[src/rtl/b2da_pkg.sv]
// Package: constants and conversion functions for the binary to decimal ASCII unit.
`default_nettype none
package b2da_pkg;

    localparam int VALUE_W        = 32;
    localparam int DIGITS         = 10;
    localparam int BCD_W          = 4 * DIGITS;
    localparam int STAGES         = 4;
    localparam int BITS_PER_STAGE = VALUE_W / STAGES;
    localparam int CNT_W          = $clog2(DIGITS + 1);
    localparam int CHAR_W         = 6;
    localparam logic [CHAR_W-1:0] ASCII_ZERO = CHAR_W'(48);

    typedef logic [BCD_W-1:0]          t_bcd;
    typedef logic [VALUE_W-1:0]        t_value;
    typedef logic [BITS_PER_STAGE-1:0] t_slice;
    typedef logic [CNT_W-1:0]          t_cnt;

    function automatic t_bcd dabble_slice(input t_bcd bcd_in, input t_slice bits);
        t_bcd r;
        r = bcd_in;
        for (int s = 0; s < BITS_PER_STAGE; s++) begin
            for (int d = 0; d < DIGITS; d++) begin
                if (r[4*d +: 4] >= 4'd5) begin
                    r[4*d +: 4] = r[4*d +: 4] + 4'd3;
                end
            end
            r = {r[BCD_W-2:0], bits[BITS_PER_STAGE-1-s]};
        end
        return r;
    endfunction

    function automatic t_cnt digit_count(input t_bcd bcd_in);
        t_cnt n;
        n = t_cnt'(1);
        for (int d = 1; d < DIGITS; d++) begin
            if (bcd_in[4*d +: 4] != 4'd0) begin
                n = t_cnt'(d + 1);
            end
        end
        return n;
    endfunction

endpackage
`default_nettype wire

[src/rtl/binary_to_decimal_ascii_unit.sv]
// Top level: pipelined binary to decimal converter with a per-digit ASCII serialiser.
//
// Each 32-bit number passes through four double-dabble stages (eight bits each), then a
// serialiser sends its decimal digits as ASCII, most significant first, without leading
// zeros, one beat per cycle while i_ready is high, with o_last on the final digit. A
// number has 1 to 10 digits and holds the serialiser until its last digit is taken, so
// the sustained rate is set by the single output beat per cycle. The stages accept a
// new number every cycle while there is room.
`default_nettype none
module binary_to_decimal_ascii_unit
    import b2da_pkg::*;
(
    input  wire logic              i_clk,
    input  wire logic              i_rst_n,
    input  wire logic              i_valid,
    output logic                   o_ready,
    input  wire logic [31:0]       i_value,
    output logic                   o_valid,
    input  wire logic              i_ready,
    output logic [CHAR_W-1:0]      o_digit_char,
    output logic                   o_last
);

    logic         r_vld [STAGES];
    t_bcd         r_bcd [STAGES];
    t_value       r_bin [STAGES-1];
    logic         adv   [STAGES];

    logic         r_out_vld;
    t_bcd         r_dig;
    t_cnt         r_left;

    logic         ser_free;
    t_cnt         n_cnt;
    t_bcd         n_dig;

    assign ser_free = !r_out_vld || (i_ready && r_left == t_cnt'(0));

    always_comb begin
        adv[STAGES-1] = !r_vld[STAGES-1] || ser_free;
        for (int k = STAGES - 2; k >= 0; k--) begin
            adv[k] = !r_vld[k] || adv[k+1];
        end
    end

    assign o_ready = adv[0];

    always_ff @(posedge i_clk) begin
        if (!i_rst_n) begin
            for (int k = 0; k < STAGES; k++) begin
                r_vld[k] <= 1'b0;
            end
        end else begin
            if (adv[0]) begin
                r_vld[0] <= i_valid;
            end
            for (int k = 1; k < STAGES; k++) begin
                if (adv[k]) begin
                    r_vld[k] <= r_vld[k-1];
                end
            end
        end
    end

    always_ff @(posedge i_clk) begin
        if (adv[0]) begin
            r_bcd[0] <= dabble_slice(t_bcd'(0), i_value[VALUE_W-1 -: BITS_PER_STAGE]);
            r_bin[0] <= i_value << BITS_PER_STAGE;
        end
        for (int k = 1; k < STAGES; k++) begin
            if (adv[k]) begin
                r_bcd[k] <= dabble_slice(r_bcd[k-1],
                                         r_bin[k-1][VALUE_W-1 -: BITS_PER_STAGE]);
            end
        end
        for (int k = 1; k < STAGES - 1; k++) begin
            if (adv[k]) begin
                r_bin[k] <= r_bin[k-1] << BITS_PER_STAGE;
            end
        end
    end

    always_comb begin
        n_cnt = digit_count(r_bcd[STAGES-1]);
        n_dig = r_bcd[STAGES-1] << (4 * (DIGITS - int'(n_cnt)));
    end

    always_ff @(posedge i_clk) begin
        if (!i_rst_n) begin
            r_out_vld <= 1'b0;
            r_left    <= t_cnt'(0);
        end else if (ser_free) begin
            r_out_vld <= r_vld[STAGES-1];
            r_left    <= n_cnt - t_cnt'(1);
        end else if (i_ready) begin
            r_left    <= r_left - t_cnt'(1);
        end
    end

    always_ff @(posedge i_clk) begin
        if (ser_free) begin
            r_dig <= n_dig;
        end else if (i_ready) begin
            r_dig <= {r_dig[BCD_W-5:0], 4'd0};
        end
    end

    assign o_valid      = r_out_vld;
    assign o_digit_char = ASCII_ZERO + {2'b00, r_dig[BCD_W-1 -: 4]};
    assign o_last       = (r_left == t_cnt'(0));

    a_reset_clears: assert property (@(posedge i_clk) !i_rst_n |=> !o_valid)
        else $error("output valid after reset");

    a_digit_range: assert property (@(posedge i_clk) disable iff (!i_rst_n)
        o_valid |-> o_digit_char[3:0] <= 4'd9)
        else $error("digit out of range");

    a_left_range: assert property (@(posedge i_clk) disable iff (!i_rst_n)
        r_out_vld |-> r_left < t_cnt'(DIGITS))
        else $error("digit count out of range");

    a_stage_hold: assert property (@(posedge i_clk) disable iff (!i_rst_n)
        r_vld[STAGES-1] && !ser_free |=> r_vld[STAGES-1])
        else $error("stalled number dropped");

endmodule
`default_nettype wire
[config.mk]
export PLATFORM = sky130hd
export DESIGN_NAME = binary_to_decimal_ascii_unit
export DESIGN_NICKNAME = d
export VERILOG_FILES = /design/src/rtl/b2da_pkg.sv /design/src/rtl/binary_to_decimal_ascii_unit.sv
export SDC_FILE = /design/constraint.sdc
export NUM_CORES = 1
export LEC_CHECK = 0
export BUFFER_PORTS_ARGS = -buffer_cell sky130_fd_sc_hd__buf_2
export CAP_MARGIN = 15
export CELL_PAD_IN_SITES_DETAIL_PLACEMENT = 0
export CELL_PAD_IN_SITES_GLOBAL_PLACEMENT = 1
export CORE_ASPECT_RATIO = 1.2
export CORE_MARGIN = 5
export CORE_UTILIZATION = 50
export CTS_CLUSTER_SIZE = 24
export DETAILED_ROUTE_END_ITERATION = 10
export PLACE_DENSITY_LB_ADDON = 0.1
export SETUP_SLACK_MARGIN = 0.02
export SYNTH_ARGS = -nofsm -noshare
export SYNTH_HDL_FRONTEND = slang
export SYNTH_SLANG_ARGS = --single-unit
[constraint.sdc]
create_clock -name i_clk -period 7.07 [get_ports i_clk]
set_input_delay 0.707 -clock i_clk [delete_from_list [all_inputs] [get_ports i_clk]]
set_output_delay 0.707 -clock i_clk [all_outputs]
set_load 0.1 [all_outputs]
== Word level (Yosys, flattened, before mapping) ==
Memory sizes are Yosys's and may differ from the RTL's.
Cells that the tools add are included.

* Memory bits (writable): 236
* Register bits after elaboration: 45
* Word-level logic and storage cells: 1059
* Input port bits: 36
* Memories kept: 3

{| class="wikitable"
|+ Memory list
! name !! depth !! bits a word !! read ports !! clocked after memory_dff !! write ports !! RTL line !! text
|-
| r_bcd || 4 || 40 || 4 || 0 || 4 || binary_to_decimal_ascii_unit.sv:25 || <nowiki>t_bcd r_bcd [STAGES];</nowiki>
|-
| r_bin || 3 || 24 || 3 || 0 || 3 || binary_to_decimal_ascii_unit.sv:26 || <nowiki>t_value r_bin [STAGES-1];</nowiki>
|-
| r_vld || 4 || 1 || 4 || 0 || 4 || binary_to_decimal_ascii_unit.sv:24 || <nowiki>logic r_vld [STAGES];</nowiki>
|}

* Mux-type cells: 528
* Bitwise operators: 4
* Order comparisons: 247
* Add/subtract/negate cells: 251
* Shift-type cells: 1
* Reductions and logical operators: 22

{| class="wikitable"
|+ Operator list
! operator !! number
|-
| two-way mux 4 bit || 456
|-
| >= comparator 4 x 3 -> 1 bit (second input constant) || 245
|-
| adder 4 x 2 -> 4 bit (second input constant) || 221
|-
| two-way mux 3 bit || 48
|-
| two-way mux 40 bit || 2
|-
| adder 3 x 2 -> 3 bit (second input constant) || 24
|-
| << shifter 40 x 32 -> 40 bit || 1
|-
| nonzero test 4 bit || 9
|-
| two-way mux 1 bit || 21
|-
| adder 3 x 2 -> 4 bit (second input constant) || 2
|-
| subtractor 4 x 1 -> 4 bit (second input constant) || 2
|-
| adder 5 x 5 -> 6 bit (first input constant) || 1
|-
| >= comparator 3 bit (second input constant) || 2
|-
| logical NOT 1 bit || 5
|-
| logical OR 1 bit || 5
|-
| subtractor 4 x 4 -> 5 bit (first input constant) || 1
|-
| logical NOT 4 bit || 1
|-
| OR 1 bit || 4
|-
| two-way mux 2 bit || 1
|-
| nonzero test 2 bit || 1
|-
| logical AND 1 bit || 1
|}

== Longest topological paths before layout ==
* Depth after elaboration: 28
* Depth in mapped cells: 38
* Depth with buffers taken out: 38

== Least setup slack after synthesis ==
OpenSTA, ideal clock, no wires.

* Kind: reg-to-output
* From: register r_left[1]
* To: output o_ready
* Path slack: -0.241 ns
* Stages on the path, launching flop included: 8
* Path buffers: 1
* Arrival time: 6.604 ns
* Data required time: 6.363 ns
* Path through: dfxtp_1 nor4_1 nand2_1 and2_1 clkbuf_1 nand3_1 nor2_1 nand2_1

{| class="wikitable"
|+ RTL lines
! element !! RTL line !! text
|-
| from (decl) || binary_to_decimal_ascii_unit.sv:31 || <nowiki>t_cnt r_left;</nowiki>
|-
| from (signal assigned) || binary_to_decimal_ascii_unit.sv:91 || <nowiki>r_left <= t_cnt'(0);</nowiki>
|-
| from (signal assigned) || binary_to_decimal_ascii_unit.sv:94 || <nowiki>r_left <= n_cnt - t_cnt'(1);</nowiki>
|-
| from (signal assigned) || binary_to_decimal_ascii_unit.sv:96 || <nowiki>r_left <= r_left - t_cnt'(1);</nowiki>
|-
| to (decl) || binary_to_decimal_ascii_unit.sv:16 || <nowiki>output logic o_ready,</nowiki>
|}

==> run metrics <==
status=finished, final reports clean; initial antenna violation count=0; Clock Skew=17.3 ps; async set-reset flop share out of synthesis=0%; Post-synth EDFFs=191; Final Hold Viols=0; Final nets=3,679; xor/xnor share of the synthesized area=~4.7%; Relative slew margins=26.2%; total die area=between 50,000 and 60,000 um^2; Worst Setup End Kind=register; die width=~220 um; Avg WL per Cell=14.9 um; max-cap violations=0; initial drt markers=1,700; Gate Count Post-Synth=3,493; largest family of logic cells by synthesized area=compound AO/OA/AOI/OAI gates; hold_sp=i_value[10]; Crit path required time=7320 ps; Final min period=around 6600 ps; hold crit path type=input pin to register; DR DRC count=0; compound-gate portion of the synthesized area=33.0%; fill cell count=5,017; ratio of cells with drive above 1 in the final layout=14.0%; Worst Hold End=r_bin[0][10]$_DFFE_PN_; fin crit share=93.9%; post-synthesis simple-gate area fraction=approximately 22%; H-Tree Depth=4; first-pass GRT wire length=around 110,000 um; vias in the first global route=23,600; Chip Height=approximately 270 um; register area share after synthesis=21.6%; Reg clk slew, reported paths=around 90 ps; worst r2r src=r_bcd[1][12]$_DFFE_PP_; Max Slew Vio Count=0; Reg2Reg Capture Point=r_bcd[2][15]$_DFFE_PP_; starting density of the core=50.6%; clock latency on the worst-skew pair=500 ps; Post-Syn Area=27,300 um^2; Primary FF master, synth=edfxtp_1; clock buffer depth=2; Setup TNS=0 ps; GR peak layer=met2; CP max FO=6; CTS Buf Count=17; post-synthesis mux area share=between 7 and 8%; CP Class=register to register; largest net degree at the start of global routing=66; CTS tree=done; met3 Usage GRT=2.36%; most frequent cells in the layout=349 x nand2_1, 309 x nor2_1, 257 x o21ai_0, 239 x a21oi_1, 195 x inv_1; vias per inst=a little over 6; Distinct cells, synth=about 150; crit path DAT=~7000 ps; CP max stage cell=edfxtp_1; Ys Warns=0; Worst R2R Path Depth=38; Seq cells post-synth=approximately 200; IO buf count=42; core area=53,900 um^2; Final HPWL DP=47,800 um; post-layout util=54.7%; Hold-fix buffers, CTS=0; final setup fails=0; DRT antenna net count=0; Pre-Repair DR Iteration Count=5; antenna cells=0; Total Routing Usage GR=20.2%; GR Overflow Total=0; Mapped Avg Cell Area=between 7 and 8 um^2; Via Count=25,600; met1 GRT Util=25.3%; FP Rows=93; Routed Wire Length=roughly 63,000 um; actual slew at the worst max-slew pin=1110 ps; max frequency=~150 MHz; Synth Area in Adders=6.77%; Final Wtd Congestion=around 0.87; Hold Crit Depth=1; Setup crit start kind=register; Layout area overhead=8.01%; Root Driver=clkbuf_16; clock sinks=199; I/O Pins=45; reg-to-reg slack, setup=430 ps; global-route track usage on met2=37.0%; CP peak stage delay=480 ps; commonest non-fill, non-tap cell in the layout=nand2_1
[metal layers]
layer	share of wire (%)	vias to the layer above
met2	51	365
met5	0	-
li1	-	13100
met1	46	12100
met4	1.3	0
met3	2.3	59
[worst max-delay path by stage]
stage / endpoint / start / cells after the start
after global placement: r_bcd[1][8]$_DFFE_PP_ / r_bcd[0][0]$_DFFE_PN_ / 27
after detailed placement: r_bcd[3][39]$_DFFE_PP_ / r_bcd[2][24]$_DFFE_PP_ / 32
after floorplan: r_bcd[3][39]$_DFFE_PP_ / r_bcd[2][24]$_DFFE_PP_ / 37
after CTS: r_bcd[3][39]$_DFFE_PP_ / r_bcd[2][20]$_DFFE_PP_ / 31
final: r_bcd[2][15]$_DFFE_PP_ / r_bcd[1][12]$_DFFE_PP_ / 38
after global routing: r_bcd[3][23]$_DFFE_PP_ / r_bcd[2][12]$_DFFE_PP_ / 32
[area by class of cell]
type                            instances  area, um^2  area share (%)
Multi-Input combinational cell       2957       20500            69.5
Tap cell                              712         891            3.02
Sequential cell                       199        5900            20.0
Clock inverter                         14         213           0.722
Inverter                              214         805            2.73
Clock buffer                           18         450            1.53
Timing Repair Buffer                  112         733            2.49
[timing repair]
action,CTS,global route
endpoints found under the setup margin,0,74
setup buffers,0,26
gates resized for setup,0,81
[per-stage QoR]
stage	instance area, um^2	setup slack (ps)	instances	hold slack (ps)
3_3_place_gp	28200	347	4167	400
3_5_place_dp	28200	116	4167	405
6_report	29500	429	4226	372
2_1_floorplan	27300	635	3494	400
5_1_grt	29500	-11.8	4226	343
4_1_cts	28900	69.1	4199	325
[registers in the layout, indices dropped and copies added (netlist names)]
name	count
r_left	4
o_valid	1
r_vld	4
r_bcd	102
r_bin	48
r_dig	40
[synthesized netlist by cell type, drive strengths merged, types with 66 or more instances]
master / n / share of area, %
o21ai: 350 / 6.6
nand2b: 73 / 1.7
inv: 211 / 2.9
nand2: 355 / 4.9
a211oi: 66 / 2.1
nand3: 98 / 1.8
a21oi: 260 / 5.0
clkbuf: 77 / 1.1
edfxtp: 191 / 21
nor3: 90 / 1.8
xnor2: 92 / 3.5
nor2: 318 / 4.4
ha: 142 / 6.5
mux2i: 116 / 4.5
[kinds of logic (layout without fill, tap and decap cells)]
kind of cell	count (synthesis)	count (layout)
AOI/OAI and AO/OA	1282	1282
and+or+nand+nor	1225	1225
buffers and inverters	338	358
DFF	199	199
muxes	175	175
adders and majority gates	149	149
xor gates and xnor gates	124	124
other	1	2
[worst max-delay path: cells and delay by family, from the launching register on]
family                   cells  cell delay [ps]
AO/OA/AOI/OAI               13             2350
adder cells (fa/ha/maj)      7             1370
buffers and inverters        7              510
flip-flops                   1              480
multiplexers                 1              320
AND/OR/NAND/NOR             10             1370
Power is left out: the tool's default activity adds up to more than one toggle a clock period on the data nets, which glitch-free logic cannot reach.
